`src/rtl/ymfr_pkg.sv`:
```
package ymfr_pkg;

  // Result kinds (tuser on the master side)
  localparam logic [1:0] KIND_WRITE = 2'd0;
  localparam logic [1:0] KIND_ERASE = 2'd1;
  localparam logic [1:0] KIND_RESP  = 2'd2;
  localparam logic [1:0] KIND_RSVD  = 2'd3;

  // Response codes
  localparam logic [1:0] RESP_ACK = 2'd0;
  localparam logic [1:0] RESP_NAK = 2'd1;
  localparam logic [1:0] RESP_C   = 2'd2;
  localparam logic [1:0] RESP_END = 2'd3;

  // Frame types
  localparam logic [7:0] FT_SOH = 8'h01;
  localparam logic [7:0] FT_STX = 8'h02;
  localparam logic [7:0] FT_EOT = 8'h04;
  localparam logic [7:0] FT_UPD = 8'h31;

  // Configuration register indexes
  localparam logic [1:0] CFG_IMAGE_BASE  = 2'd0;
  localparam logic [1:0] CFG_ERASE_PAGES = 2'd1;
  localparam logic [1:0] CFG_GAP_TICKS   = 2'd2;

  localparam logic [31:0] IMAGE_BASE_RST  = 32'd0;
  localparam logic [7:0]  ERASE_PAGES_RST = 8'd1;
  localparam logic [15:0] GAP_TICKS_RST   = 16'd1000;

  localparam int unsigned SOH_BLOCK = 128;
  localparam int unsigned STX_BLOCK = 1024;
  localparam int unsigned HDR_BYTES = 3;

  localparam int unsigned QDEPTH = 4;

  // Job handed from the front to the back; the back expands it into beats
  typedef enum logic [2:0] {
    JOB_WRITE,    // one flash byte write
    JOB_START,    // erase, ACK, C
    JOB_ACK,      // ACK
    JOB_NAK,      // NAK
    JOB_ACK_C,    // ACK, C
    JOB_ACK_END   // ACK, END
  } job_op_e;

  typedef struct packed {
    job_op_e     op;
    logic [31:0] addr;
    logic [7:0]  data;      // byte to write, or page count for erase
    logic [1:0]  progress;
  } job_t;

  typedef struct packed {
    logic push;
    job_t job;
  } push_t;

endpackage

```
`src/rtl/ymfr_front.sv`:
```
module ymfr_front import ymfr_pkg::*; #(
  parameter int unsigned FRAME_BYTES = 2048
) (
  input  logic        clk_i,
  input  logic        rst_ni,
  input  logic        acc_i,
  input  logic        op_i,
  input  logic [7:0]  rx_byte_i,
  input  logic        cfg_we_i,
  input  logic [1:0]  cfg_index_i,
  input  logic [31:0] cfg_data_i,
  output push_t       push_o
);

  localparam int unsigned PW = $clog2(FRAME_BYTES + 1);

  localparam logic [1:0] PS_WAIT  = 2'd0;
  localparam logic [1:0] PS_DATA  = 2'd1;
  localparam logic [1:0] PS_EOT   = 2'd2;
  localparam logic [1:0] PS_FINAL = 2'd3;

  logic [31:0] base_q;
  logic [7:0]  pages_q;
  logic [15:0] gap_q;

  logic [1:0]    pst_q, pst_d;
  logic [31:0]   wa_q, wa_d;
  logic [1:0]    prog_q, prog_d;
  logic [7:0]    fkind_q, fkind_d;
  logic [PW-1:0] pos_q, pos_d;
  logic [15:0]   cnt_q, cnt_d;
  logic          run_q, run_d;

  logic [PW-1:0] off;
  logic [15:0]   cnt_inc;
  push_t         push;

  always_ff @(posedge clk_i or negedge rst_ni) begin
    if (!rst_ni) begin
      base_q  <= IMAGE_BASE_RST;
      pages_q <= ERASE_PAGES_RST;
      gap_q   <= GAP_TICKS_RST;
    end else if (cfg_we_i) begin
      unique case (cfg_index_i)
        CFG_IMAGE_BASE:  base_q  <= cfg_data_i;
        CFG_ERASE_PAGES: pages_q <= cfg_data_i[7:0];
        CFG_GAP_TICKS:   gap_q   <= cfg_data_i[15:0];
        default: ;
      endcase
    end
  end

  always_comb begin
    pst_d   = pst_q;
    wa_d    = wa_q;
    prog_d  = prog_q;
    fkind_d = fkind_q;
    pos_d   = pos_q;
    cnt_d   = cnt_q;
    run_d   = run_q;
    off     = pos_q - PW'(HDR_BYTES);
    cnt_inc = cnt_q + 16'd1;
    push    = '0;
    push.job.op = JOB_WRITE;

    if (acc_i) begin
      if (!op_i) begin
        cnt_d = '0;
        run_d = 1'b1;
        if (pos_q < PW'(FRAME_BYTES)) begin
          if (pos_q == '0) begin
            fkind_d = rx_byte_i;
          end
          pos_d = pos_q + PW'(1);
          // payload starts after type, block number and its complement
          if (pst_q == PS_DATA && pos_q >= PW'(HDR_BYTES)) begin
            if ((fkind_q == FT_SOH && off < PW'(SOH_BLOCK)) ||
                (fkind_q == FT_STX && off < PW'(STX_BLOCK))) begin
              push.push     = 1'b1;
              push.job.op   = JOB_WRITE;
              push.job.addr = wa_q + 32'(off);
              push.job.data = rx_byte_i;
            end
          end
        end
      end else if (run_q) begin
        cnt_d = cnt_inc;
        if (cnt_inc >= gap_q) begin
          run_d = 1'b0;
          cnt_d = '0;
          if (pos_q != '0) begin
            pos_d = '0;
            unique case (pst_q)
              PS_WAIT: begin
                if (fkind_q == FT_SOH) begin
                  prog_d        = 2'd1;
                  wa_d          = base_q;
                  pst_d         = PS_DATA;
                  push.push     = 1'b1;
                  push.job.op   = JOB_START;
                  push.job.addr = base_q;
                  push.job.data = pages_q;
                end else if (fkind_q == FT_UPD) begin
                  prog_d = 2'd2;
                end
              end
              PS_DATA: begin
                if (fkind_q == FT_SOH || fkind_q == FT_STX) begin
                  wa_d        = wa_q + ((fkind_q == FT_SOH) ? 32'(SOH_BLOCK) : 32'(STX_BLOCK));
                  push.push   = 1'b1;
                  push.job.op = JOB_ACK;
                end else if (fkind_q == FT_EOT) begin
                  pst_d       = PS_EOT;
                  push.push   = 1'b1;
                  push.job.op = JOB_NAK;
                end else begin
                  pst_d = PS_WAIT;
                end
              end
              PS_EOT: begin
                if (fkind_q == FT_EOT) begin
                  pst_d       = PS_FINAL;
                  push.push   = 1'b1;
                  push.job.op = JOB_ACK_C;
                end
              end
              PS_FINAL: begin
                if (fkind_q == FT_SOH) begin
                  pst_d       = PS_WAIT;
                  prog_d      = 2'd3;
                  push.push   = 1'b1;
                  push.job.op = JOB_ACK_END;
                end
              end
              default: ;
            endcase
          end
        end
      end
    end
    push.job.progress = prog_d;
  end

  always_ff @(posedge clk_i or negedge rst_ni) begin
    if (!rst_ni) begin
      pst_q   <= PS_WAIT;
      wa_q    <= '0;
      prog_q  <= '0;
      fkind_q <= '0;
      pos_q   <= '0;
      cnt_q   <= '0;
      run_q   <= 1'b1;
    end else begin
      pst_q   <= pst_d;
      wa_q    <= wa_d;
      prog_q  <= prog_d;
      fkind_q <= fkind_d;
      pos_q   <= pos_d;
      cnt_q   <= cnt_d;
      run_q   <= run_d;
    end
  end

  assign push_o = push;

endmodule

```
`src/rtl/ymfr_queue.sv`:
```
module ymfr_queue import ymfr_pkg::*; (
  input  logic  clk_i,
  input  logic  rst_ni,
  input  push_t push_i,
  output logic  full_o,
  input  logic  pop_i,
  output logic  valid_o,
  output job_t  job_o
);

  localparam int unsigned AW = $clog2(QDEPTH);
  localparam int unsigned CW = $clog2(QDEPTH + 1);

  job_t          mem_q [QDEPTH];
  logic [AW-1:0] wp_q, rp_q;
  logic [CW-1:0] cnt_q;
  logic          do_pop;

  assign full_o  = (cnt_q == CW'(QDEPTH));
  assign valid_o = (cnt_q != '0);
  assign job_o   = mem_q[rp_q];
  assign do_pop  = pop_i & valid_o;

  always_ff @(posedge clk_i) begin
    if (push_i.push) begin
      mem_q[wp_q] <= push_i.job;
    end
  end

  always_ff @(posedge clk_i or negedge rst_ni) begin
    if (!rst_ni) begin
      wp_q  <= '0;
      rp_q  <= '0;
      cnt_q <= '0;
    end else begin
      if (push_i.push) begin
        wp_q <= (wp_q == AW'(QDEPTH - 1)) ? '0 : wp_q + AW'(1);
      end
      if (do_pop) begin
        rp_q <= (rp_q == AW'(QDEPTH - 1)) ? '0 : rp_q + AW'(1);
      end
      if (push_i.push && !do_pop) begin
        cnt_q <= cnt_q + CW'(1);
      end else if (!push_i.push && do_pop) begin
        cnt_q <= cnt_q - CW'(1);
      end
    end
  end

endmodule

```
`src/rtl/ymfr_back.sv`:
```
module ymfr_back import ymfr_pkg::*; (
  input  logic        clk_i,
  input  logic        rst_ni,
  input  logic        q_valid_i,
  input  job_t        q_job_i,
  output logic        q_pop_o,
  output logic        m_valid_o,
  input  logic        m_ready_i,
  output logic [1:0]  kind_o,
  output logic [31:0] address_o,
  output logic [7:0]  write_byte_o,
  output logic [7:0]  page_count_o,
  output logic [1:0]  response_o,
  output logic [1:0]  progress_o,
  output logic        last_o
);

  job_t       cur_q;
  logic       vld_q;
  logic [1:0] idx_q;
  logic       done;

  always_comb begin
    kind_o       = KIND_RESP;
    address_o    = '0;
    write_byte_o = '0;
    page_count_o = '0;
    response_o   = RESP_ACK;
    last_o       = 1'b1;
    unique case (cur_q.op)
      JOB_WRITE: begin
        kind_o       = KIND_WRITE;
        address_o    = cur_q.addr;
        write_byte_o = cur_q.data;
      end
      JOB_START: begin
        case (idx_q)
          2'd0: begin
            kind_o       = KIND_ERASE;
            address_o    = cur_q.addr;
            page_count_o = cur_q.data;
            last_o       = 1'b0;
          end
          2'd1: last_o = 1'b0;
          default: response_o = RESP_C;
        endcase
      end
      JOB_ACK: ;
      JOB_NAK: response_o = RESP_NAK;
      JOB_ACK_C: begin
        last_o = (idx_q != 2'd0);
        if (idx_q != 2'd0) response_o = RESP_C;
      end
      JOB_ACK_END: begin
        last_o = (idx_q != 2'd0);
        if (idx_q != 2'd0) response_o = RESP_END;
      end
      default: ;
    endcase
  end

  assign progress_o = cur_q.progress;
  assign m_valid_o  = vld_q;
  assign done       = vld_q & m_ready_i & last_o;
  assign q_pop_o    = q_valid_i & (~vld_q | done);

  always_ff @(posedge clk_i) begin
    if (q_pop_o) begin
      cur_q <= q_job_i;
    end
  end

  always_ff @(posedge clk_i or negedge rst_ni) begin
    if (!rst_ni) begin
      vld_q <= 1'b0;
      idx_q <= '0;
    end else if (q_pop_o) begin
      vld_q <= 1'b1;
      idx_q <= '0;
    end else if (done) begin
      vld_q <= 1'b0;
    end else if (vld_q && m_ready_i) begin
      idx_q <= idx_q + 2'd1;
    end
  end

endmodule

```
`src/rtl/ymodem_frame_receiver.sv`:
```
// Channel   Dir  Handshake                   Payload
// s_axis    in   s_axis_tvalid/tready        tuser: operation; tdata: rx_byte
// m_axis    out  m_axis_tvalid/tready        tuser: kind; tdata: result fields; tlast: last
// cfg       in   cfg_valid_i/cfg_ready_o     cfg_index_i, cfg_data_i
//
// One input beat is taken per cycle unless the queue is full; its state update is done
// in that cycle. Results leave at one beat per cycle while m_axis_tready is high; the
// start frame yields three, so the output port sets the sustained rate when many are due.
// A four-entry job queue sits between front and back; s_axis_tready drops only
// when it is full. Reset is asynchronous; no clearing pass is needed.
module ymodem_frame_receiver import ymfr_pkg::*; #(
  parameter int unsigned FRAME_BYTES = 2048
) (
  input  logic        clk_i,
  input  logic        rst_ni,
  input  logic        s_axis_tvalid,
  output logic        s_axis_tready,
  input  logic [7:0]  s_axis_tdata,   // [7:0] rx_byte
  input  logic [0:0]  s_axis_tuser,   // [0] operation
  output logic        m_axis_tvalid,
  input  logic        m_axis_tready,
  output logic [55:0] m_axis_tdata,   // [31:0] address, [39:32] write_byte,
                                      // [47:40] page_count, [49:48] response,
                                      // [51:50] progress, [55:52] zero
  output logic [1:0]  m_axis_tuser,   // [1:0] kind
  output logic        m_axis_tlast,
  input  logic        cfg_valid_i,
  output logic        cfg_ready_o,
  input  logic [1:0]  cfg_index_i,
  input  logic [31:0] cfg_data_i
);

  push_t       push;
  logic        q_full, q_valid, q_pop;
  job_t        q_job;
  logic        acc;
  logic [31:0] address;
  logic [7:0]  write_byte, page_count;
  logic [1:0]  response, progress;

  assign s_axis_tready = ~q_full;
  assign acc           = s_axis_tvalid & s_axis_tready;
  assign cfg_ready_o   = 1'b1;

  ymfr_front #(.FRAME_BYTES(FRAME_BYTES)) u_front (
    .clk_i       (clk_i),
    .rst_ni      (rst_ni),
    .acc_i       (acc),
    .op_i        (s_axis_tuser[0]),
    .rx_byte_i   (s_axis_tdata),
    .cfg_we_i    (cfg_valid_i & cfg_ready_o),
    .cfg_index_i (cfg_index_i),
    .cfg_data_i  (cfg_data_i),
    .push_o      (push)
  );

  ymfr_queue u_queue (
    .clk_i   (clk_i),
    .rst_ni  (rst_ni),
    .push_i  (push),
    .full_o  (q_full),
    .pop_i   (q_pop),
    .valid_o (q_valid),
    .job_o   (q_job)
  );

  ymfr_back u_back (
    .clk_i        (clk_i),
    .rst_ni       (rst_ni),
    .q_valid_i    (q_valid),
    .q_job_i      (q_job),
    .q_pop_o      (q_pop),
    .m_valid_o    (m_axis_tvalid),
    .m_ready_i    (m_axis_tready),
    .kind_o       (m_axis_tuser),
    .address_o    (address),
    .write_byte_o (write_byte),
    .page_count_o (page_count),
    .response_o   (response),
    .progress_o   (progress),
    .last_o       (m_axis_tlast)
  );

  assign m_axis_tdata = {4'b0000, progress, response, page_count, write_byte, address};

  a_no_push_when_full: assert property (@(posedge clk_i) disable iff (!rst_ni)
    q_full |-> !push.push) else $error("job pushed into full queue");

  a_kind_valid: assert property (@(posedge clk_i) disable iff (!rst_ni)
    m_axis_tvalid |-> m_axis_tuser != KIND_RSVD) else $error("reserved result kind");

  a_write_single: assert property (@(posedge clk_i) disable iff (!rst_ni)
    (m_axis_tvalid && m_axis_tuser == KIND_WRITE) |-> m_axis_tlast)
    else $error("byte write not last beat");

  a_erase_followed: assert property (@(posedge clk_i) disable iff (!rst_ni)
    (m_axis_tvalid && m_axis_tuser == KIND_ERASE) |-> !m_axis_tlast)
    else $error("erase beat marked last");

endmodule
```
`config.mk`:
```
export PLATFORM = sky130hd
export DESIGN_NAME = ymodem_frame_receiver
export DESIGN_NICKNAME = d
export VERILOG_FILES = /design/src/rtl/ymfr_pkg.sv /design/src/rtl/ymfr_front.sv /design/src/rtl/ymfr_queue.sv /design/src/rtl/ymfr_back.sv /design/src/rtl/ymodem_frame_receiver.sv
export SDC_FILE = /design/constraint.sdc
export NUM_CORES = 1
export LEC_CHECK = 0
export ABC_AREA = 1
export BUFFER_PORTS_ARGS = -buffer_cell sky130_fd_sc_hd__clkbuf_2
export CORE_ASPECT_RATIO = 2
export CORE_UTILIZATION = 38
export CTS_CLUSTER_SIZE = 30
export DETAILED_ROUTE_END_ITERATION = 16
export SLEW_MARGIN = 20
export SYNTH_ARGS = -nofsm -noshare
export SYNTH_HDL_FRONTEND = slang
export SYNTH_SLANG_ARGS = --single-unit
```
`constraint.sdc`:
```
create_clock -name clk_i -period 9.5 [get_ports clk_i]
set_input_delay 0.475 -clock clk_i [delete_from_list [all_inputs] [get_ports clk_i]]
set_output_delay 0.475 -clock clk_i [all_outputs]
set_load 0.02 [all_outputs]
```
After elaboration in Yosys (flattened, before gate mapping)
Memories as Yosys holds them, arrays and structs flattened. A register that Yosys moved wholly into a read port is not among the register bits.
Cells that the tools add are included.
Widths: inputs -> output; s select.
{ "op_classes": {"add_sub_neg": 10, "order_cmp": 5, "eq_ne": 26, "muxes": 69, "bitwise": 9, "n_reduce_logical": 34} }
{ "ops": {"columns": ["op", "n"], "rows": [
  ["$mux 44", 9],
  ["$pmux 32 s2", 2],
  ["$mux 32", 3],
  ["$mux 12", 5],
  ["$mux 16", 3],
  ["$mux 2", 22],
  ["$mux 40", 1],
  ["$add 32x12->32", 1],
  ["$add 32x32->32", 1],
  ["$mux 8", 3],
  ["$add 16x1->16 const B", 1],
  ["$ge 16x16->1", 1],
  ["$mux 4", 4],
  ["$pmux 2 s4", 2],
  ["$pmux 4 s4", 1],
  ["$ne 2x1->1 const B", 7],
  ["$add 12x1->12 const B", 1],
  ["$ge 12x2->1 const B", 1],
  ["$logic_not 12->1", 1],
  ["$lt 12x11->1 const B", 1],
  ["$lt 12x12->1 const B", 1],
  ["$lt 12x8->1 const B", 1],
  ["$reduce_bool 12->1", 1],
  ["$reduce_bool 2->1", 6],
  ["34 further kinds", 74]
]} }
{ "word_totals": {"ff_bits": 139, "ram_bits": 180, "inputBits": 48, "out_inout_bits": 62, "elab_cells": 169, "n_memories": 1} }
{ "mem_list": {"columns": ["name", "words", "word_bits", "rd", "rd_ports_with_merged_regs", "write_ports", "line", "source"], "rows": [
  ["u_queue.mem_q", 4, 45, 1, 1, 1, "ymfr_queue.sv:14", "job_t mem_q [QDEPTH];"]
]} }

Longest topological paths before layout
Gate-level depths: netlist of run 1.
{ "logic_depth": {"depth_word": 13, "ltp_mapped": 24, "depth_no_buf": 24} }

Cells and area by module
A second synthesis of run 1 with hierarchy kept.
{ "unflattened": {"hier_cells": 2106, "area_unflattened_um2": 19062.0} }
{ "by_module_without_submodules": {"columns": ["module", "instances", "cells_per_inst", "area_each_um2", "seq_area_each_um2"], "rows": [
  ["ymfr_front", 1, 1333, 9276.4, 3238.1],
  ["ymfr_queue", 1, 579, 7686.1, 5580.4],
  ["ymfr_back", 1, 184, 2040.7, 1426.4],
  ["ymodem_frame_receiver", 1, 10, 58.8, 0.0]
]} }

Worst setup path after synthesis of run 1
OpenSTA, ideal clock, no wires.
{ "synth_timing": {"path_kind": "reg2reg", "start": "register u_front.cnt_q[0]", "end": "memory u_queue.mem_q[0][0] (netlist name), enable pin", "arrival_ns": 4.340, "path_slack_ns": 4.713, "stages_incl_launch_ff": 19, "n_path_buf": 0, "path_cell_list": "dfrtp_1 -> nand2_1 -> nor2_1 -> nand2_1 -> nor2_1 -> nand2_1 -> nor3_1 -> nand2_1 -> xor2_1 -> ha_1 -> nand2_1 -> o21bai_1 -> a21oi_1 -> nor2_1 -> nand2_2 -> nand3_1 -> nand2_2 -> inv_1 -> nor2_1"} }
{ "synth_rtl": {"columns": ["item", "line", "source"], "rows": [
  ["from (decl)", "ymfr_front.sv:31", "logic [15:0] cnt_q, cnt_d;"],
  ["from (signal assigned)", "ymfr_front.sv:159", "cnt_q <= cnt_d;"],
  ["to (decl)", "ymfr_queue.sv:14", null]
]} }

==> results.cfg, run 1 <==
[critical_path]
end_kind = flip-flop
crit_path_max_incr_delay_ns = 0.57
worstSetupPathType = reg2reg
crit_family = simple AND/OR/NAND/NOR gates
crit_top_cell = nor2_1
crit_chain = ha_1 > nand3_1 > nor2_1 > nand4_1 > nor2_1 > nand2_1 > nor2_1 > a21oi_1 > ha_1 > nand4_1 > nor3_1 > nand2_1 > nand2_2 > nand3_1 > nand2_2 > inv_1 > nor2_4 > buf_4
start_kind = flip-flop
path_buf_inv = 2
slowest_stage = buf_4
arrival_ns = 4.44
cp_data_required_time_ns = 9.66
cp_max_fo = 45

[synthesis]
synth_ff_type = edfxtp_1
yosysMostFrequentCell = nand2_1
yosys_warnings = 0
netlist_area_um2 = 18200
synth_largest_area_cell = edfxtp_1
ys_top_cells_by_area = edfxtp_1 37%, dfrtp_1 18%, nand2_1 9.4%
syn_area_per_cell_um2 = 9.07
ys_seq_area_share_pct = 56.4
syn_inst = 2002
synth_seq_cells = 364
synth_enable_flop_cells = 225
synthArstFlopShare_pct = 38.2
synth_top_area_share_pct = 37.2
synth.distinct_cells = 51
synth_commonest_cells = 457 x nand2_1, 249 x nor2_1, 248 x inv_1

[die]
core-area_um2 = 47400
io-pin-count = 110
fp.dieArea_um2 = 48700
rows = 113
start_util_pct = 38.3
fp.dieW_um = 157
fp.dieH_um = 311

[global_routing]
grt_pass1_vias = 13800
grt-ovfl-total = 0
grt_usage_pct = 20.1
grt_pass1_wl_mm = 74.5
antenna_found_initial = 0
grt_max_degree = 94

[route]
drt_iter0_drc = 836
first_pass_iters = 5
avgRoutedWirePerCell_um = 17.4
ant_nets = 0
viasPerCell = 5.02
vias = 13800
drc = 0
wirelength_mm = 47.9

[timing]
hold_viol_final = 0
max_slew_margin_pct = 36.8
setup_viol = 0
rsz0062_at_grt = false
skew_ns = 0.0235
fin_crit_ns = 4.27
drv_slew = 0
tightestPinTransition_ns = 0.945
fin_crit_sh_pct = 45.0
maxClockFrequency_mhz = 234
tns_ns = 0

[cells_and_area]
layout.nets = 2189
nFillCells = 4611
antenna_cells = 0
synthToLayoutAreaGrowth_pct = 13.0
drive_gt1_share_pct = 11.5
multi_input_area_um2 = 6690
seq_area_um2 = 10200

[clock_tree]
clk_pin_slew_ns = 0.07
cts-htree-levels = 2
cts_made_buffers = 34
cts.sinks = 364
clk_latency_ns = 0.55
post_cts_buffers = 0
cts_tree = done
clockBufferDepth = 3
ctsResizeCount = 0
cts_root_buf = clkbuf_16

[place]
place.gp.congestion = 0.946
portBuffers = 104
dp_hpwl_mm = 34.7

[status]
status = finished clean

[hold_path]
hold_class = in2reg

[flow_run]
max_cap_viol_count = 0

[power]
p_per_area_nw_per_um2 = 230
ir_drop_v = 0.000116
power_mw = 4.71
power_leakage_nw = 8.76
-- metrics by stage --
| stage | hold slack, ns | util [%] | area [um^2] | setup WS (ns) | std cells |
|---|---|---|---|---|---|
| global route | 0.152 | 43.3 | 20500 | 4.79 | 2750 |
| CTS | 0.134 | 43.3 | 20500 | 5.22 | 2749 |
| detailed placement | 0.477 | 40.8 | 19300 | 5.26 | 2687 |
| floorplan | 0.179 | - | 18200 | 4.71 | 2005 |
| finish | 0.155 | 43.3 | 20500 | 5.23 | 2750 |
| global placement | 0.468 | 40.8 | 19300 | 5.34 | 2687 |
-- per-layer routing --
| layer | vias up | wire length, um | track usage, % |
|---|---|---|---|
| met1 | 6571 | 17600 | 20.8 |
| met4 | 0 | 2420 | 10.8 |
| met3 | 121 | 1540 | 2.30 |
| met5 | - | 0 | 0 |
| met2 | 326 | 26300 | 38.5 |
| li1 | 6781 | - | - |
-- logic make-up after synthesis --
kind of cell | count (synthesis) | share of synthesized area, %
other cells | 2 | 0.0414
buf+inv | 327 | 7.06
xor+xnor | 46 | 2.26
compound gates | 317 | 9.50
simple gates | 880 | 20.2
mux | 18 | 1.08
flops | 364 | 56.4
fa+ha+maj | 48 | 3.39
-- worst reg2reg max path, cell delays in order (launching register included) --
cell	delay (ns)
dfrtp_1	0.40
ha_1	0.20
nand3_1	0.12
nor2_1	0.22
nand4_1	0.19
nor2_1	0.21
nand2_1	0.09
nor2_1	0.11
a21oi_1	0.07
ha_1	0.30
nand4_1	0.11
nor3_1	0.15
nand2_1	0.15
nand2_2	0.35
nand3_1	0.21
nand2_2	0.14
inv_1	0.16
nor2_4	0.11
buf_4	0.57
-- timing repair --
action	in CTS	in global routing
endpoints found under the setup margin	0	0
hold endpoints to repair	65	0
hold buffers	1	0
-- cells in the final DEF, fill, tap and decap left out, types with 5 or more instances in the layout --
cell | Yosys | routed
a21oi_1 | 34 | 34
buf_4 | 7 | 18
clkbuf_16 | 0 | 35
clkbuf_2 | 0 | 103
clkinv_1 | 1 | 5
clkinv_2 | 1 | 6
conb_1 | 2 | 5
dfrtp_1 | 131 | 129
dfstp_2 | 8 | 8
edfxtp_1 | 225 | 225
ha_1 | 46 | 46
inv_1 | 248 | 248
inv_2 | 5 | 5
mux2_2 | 13 | 13
mux2i_1 | 5 | 5
nand2_1 | 457 | 457
nand2_2 | 9 | 9
nand3_1 | 75 | 73
nand4_1 | 46 | 46
nor2_1 | 249 | 243
nor2_4 | 4 | 9
nor3_1 | 22 | 22
o21ai_0 | 202 | 202
o21ai_1 | 8 | 8
o22ai_1 | 52 | 52
o31ai_1 | 5 | 5
xnor2_1 | 12 | 12
xor2_1 | 33 | 33
-- cell type report --
type,count,share of cell area (%)
Inverter,255,4.67
Multi-Input combinational cell,1314,32.6
Timing Repair Buffer,124,3.41
Sequential cell,364,49.9
Tap cell,632,3.85
Clock inverter,23,1.12
Clock buffer,38,4.42
-- registers in the layout, indices dropped and copies added, names as in the netlist, 3 cells and up, named ones only --
name / flops
u_front.pos_q: 12
u_back.cur_q: 43
u_front.gap_q: 16
u_front.wa_q: 32
u_front.pages_q: 8
u_front.fkind_q: 8
u_queue.cnt_q: 3
u_front.base_q: 32
u_front.cnt_q: 16
u_queue.mem_q: 180
-- worst paths after layout --
path | startpoint | end | slack, ns | cells after the start
worst max-delay path | u_front.cnt_q[0] | u_queue.mem_q[0][36] | 5.23 | 18
worst min-delay path | cfg_data_i[17] | u_front.base_q[17] | 0.16 | 2
worst max register to register | u_front.cnt_q[0] | u_queue.mem_q[0][36] | 5.23 | 18
worst min register to register | u_front.gap_q[0] | u_front.gap_q[0] | 0.49 | 2
max in group asynchronous | rst_ni | u_front.gap_q[7] | 7.69 | 4
min in group asynchronous | rst_ni | u_front.base_q[27] | 0.50 | 2
-- power breakdown --
part	internal, mW	total, mW	switching (mW)
combinational	0.387	1.26	0.875
sequential	1.94	2.06	0.124
clock	0.781	1.39	0.608
total	3.11	4.71	1.61
(Power assumes the default switching activity.)
==> run 2, diff against run 1 <==
==> constraint.sdc (replaced) <==
create_clock -name clk_i -period 3.69 [get_ports clk_i]
set_input_delay 0.1845 -clock clk_i [delete_from_list [all_inputs] [get_ports clk_i]]
set_output_delay 0.1845 -clock clk_i [all_outputs]
set_load 0.02 [all_outputs]
==> run 2 against run 1 <==
  * Worst setup slack got worse by 5.0 ns
  * Flip-flop and latch count unchanged
  * Final cell count increased by 2.8%
  * Largest cell class unchanged
==> results.cfg, run 2 (synthesized netlist as in run 1, its figures left out) <==
[clock_tree]
cts_root_buf = clkbuf_16
clk_latency_ns = 0.54
clockBufferDepth = 3
clk_pin_slew_ns = 0.07
cts_made_buffers = 34
cts_tree = done
cts-htree-levels = 2
cts.sinks = 364

[timing]
skew_ns = 0.0214
tightestPinTransition_ns = 0.907
tns_ns = 0
hold_viol_final = 0
setup_viol = 0
max_slew_margin_pct = 39.5
fin_crit_ns = 3.49
fin_crit_sh_pct = 94.6
drv_slew = 0
maxClockFrequency_mhz = 287

[critical_path]
r2r_slack_ns = 0.20
critPathCapture = u_queue.cnt_q[1]
end_kind = flip-flop
cp_data_required_time_ns = 4.11
start_kind = flip-flop
worstSetupPathType = reg2reg
r2r_start = u_front.cnt_q[1]
cp_max_fo = 3
crit_path_start = u_front.cnt_q[1]
reg2reg_depth = 20
rr_endpoint = u_queue.cnt_q[1]
arrival_ns = 3.91

[power]
power_leakage_nw = 9.17
p_per_area_nw_per_um2 = 574
pwr-share-comb_pct = 27.9
p_sw_mw = 4.25
netSwitchingFraction_pct = 34.7
internal_power_mw = 8.02
pwr-share-clk_pct = 29.2
seqPwrFrac_pct = 43.0
ir_drop_v = 0.000285
power_mw = 12.3

[cells_and_area]
largest_register_ffs = 180
top_regs = u_queue.mem_q: 180 flops, u_back.cur_q: 43 flops
drive_gt1_share_pct = 13.2
layout.nets = 2266
final_cell_mix = 456 x nand2_1, 247 x inv_1, 238 x nor2_1
nFillCells = 4566
antenna_cells = 0
synthToLayoutAreaGrowth_pct = 17.8
final_area_um2 = 21400
stdcell_count = 2828
utilization_pct = 45.1
final_common_cell = nand2_1
regMostFlops = u_queue.mem_q

[die]
start_util_pct = 38.3
fp.dieH_um = 311
fp.dieW_um = 157
fp.dieArea_um2 = 48700
rows = 113
io-pin-count = 110
core-area_um2 = 47400

[place]
dp.cells = 2719
postPlaceCellArea_um2 = 19700
dp_hpwl_mm = 35.5
portBuffers = 104
place.gp.congestion = 0.933

[global_routing]
grt_pass1_vias = 14200
grt_usage_pct = 20.7
grt-ovfl-total = 0
antenna_found_initial = 0
grt_pass1_wl_mm = 76.6
grt_max_degree = 93

[route]
viasPerCell = 5.07
ant_nets = 0
first_pass_iters = 6
wirelength_mm = 49.8
drc = 0
avgRoutedWirePerCell_um = 17.6
drt_iter0_drc = 784
vias = 14300

[hold_path]
hold_class = in2reg

[flow_run]
max_cap_viol_count = 0

[status]
status = finished clean
-- run 2: worst min path at each step --
stage,to,depth (start not counted),slack [ns],from
final,u_front.gap_q[7],3,0.02,cfg_data_i[7]
after detailed placement,u_front.base_q[31],1,0.29,rst_ni
after floorplan,async pin,0,-0.11,rst_ni
after global placement,u_front.base_q[31],1,0.28,rst_ni
after global routing,u_front.run_q,2,0.04,s_axis_tuser
after CTS,u_front.run_q,2,0.02,s_axis_tuser
-- run 2: repair_timing --
| action | 4_1_cts | 5_1_grt |
|---|---|---|
| setup endpoints to repair | 0 | 198 |
| endpoints found under the hold margin | 118 | 0 |
| setup buffers | 0 | 5 |
| resized for setup | 0 | 20 |
| hold buffers | 39 | 0 |
-- run 2: metrics by stage --
step | hold slack [ns] | setup WS [ns]
2_1_floorplan | -0.111 | -0.371
5_1_grt | 0.0409 | -0.0380
6_report | 0.0231 | 0.200
3_5_place_dp | 0.290 | 0.0480
4_1_cts | 0.0232 | 0.0341
3_3_place_gp | 0.279 | 0.100
-- run 2: area by class of cell --
type	instances	area (um^2)	share of cell area, %
Timing Repair Buffer	201	1510	7.04
Multi-Input combinational cell	1314	6760	31.6
Sequential cell	364	10200	47.9
Clock inverter	17	199	0.930
Tap cell	632	791	3.70
Inverter	255	958	4.48
Clock buffer	45	923	4.32
-- run 2: metal layers --
metal | vias to the layer above | wire length (um) | global-route usage [%]
li1 | 6949 | - | -
met1 | 6813 | 18000 | 20.9
met2 | 409 | 27300 | 39.9
met3 | 157 | 1730 | 1.96
met4 | 0 | 2890 | 12.2
met5 | - | 0 | 0
-- run 2: critical path, cell delays in order (launching register included) --
cell,delay [ns]
dfrtp_1,0.39
ha_2,0.22
nand3_4,0.10
nor2_4,0.14
nand4_1,0.15
nor2_2,0.19
inv_1,0.08
nand2_1,0.09
inv_1,0.05
ha_1,0.26
nand2_1,0.07
o21bai_1,0.11
a21oi_1,0.08
nor2_1,0.18
nand2_2,0.13
nand3_4,0.10
nand2_2,0.07
ha_1,0.19
inv_1,0.09
fa_2,0.42
mux2_2,0.26
-- run 2: power groups by stage --
stage               sequential [mW]  combinational [mW]  clock (mW)
floorplan                      5.26                2.29           0
global placement               5.35                3.37           0
detailed placement             5.36                3.43           0
CTS                            5.28                3.47        3.66
global route                   5.33                3.86        3.78
finish                         5.28                3.42        3.58
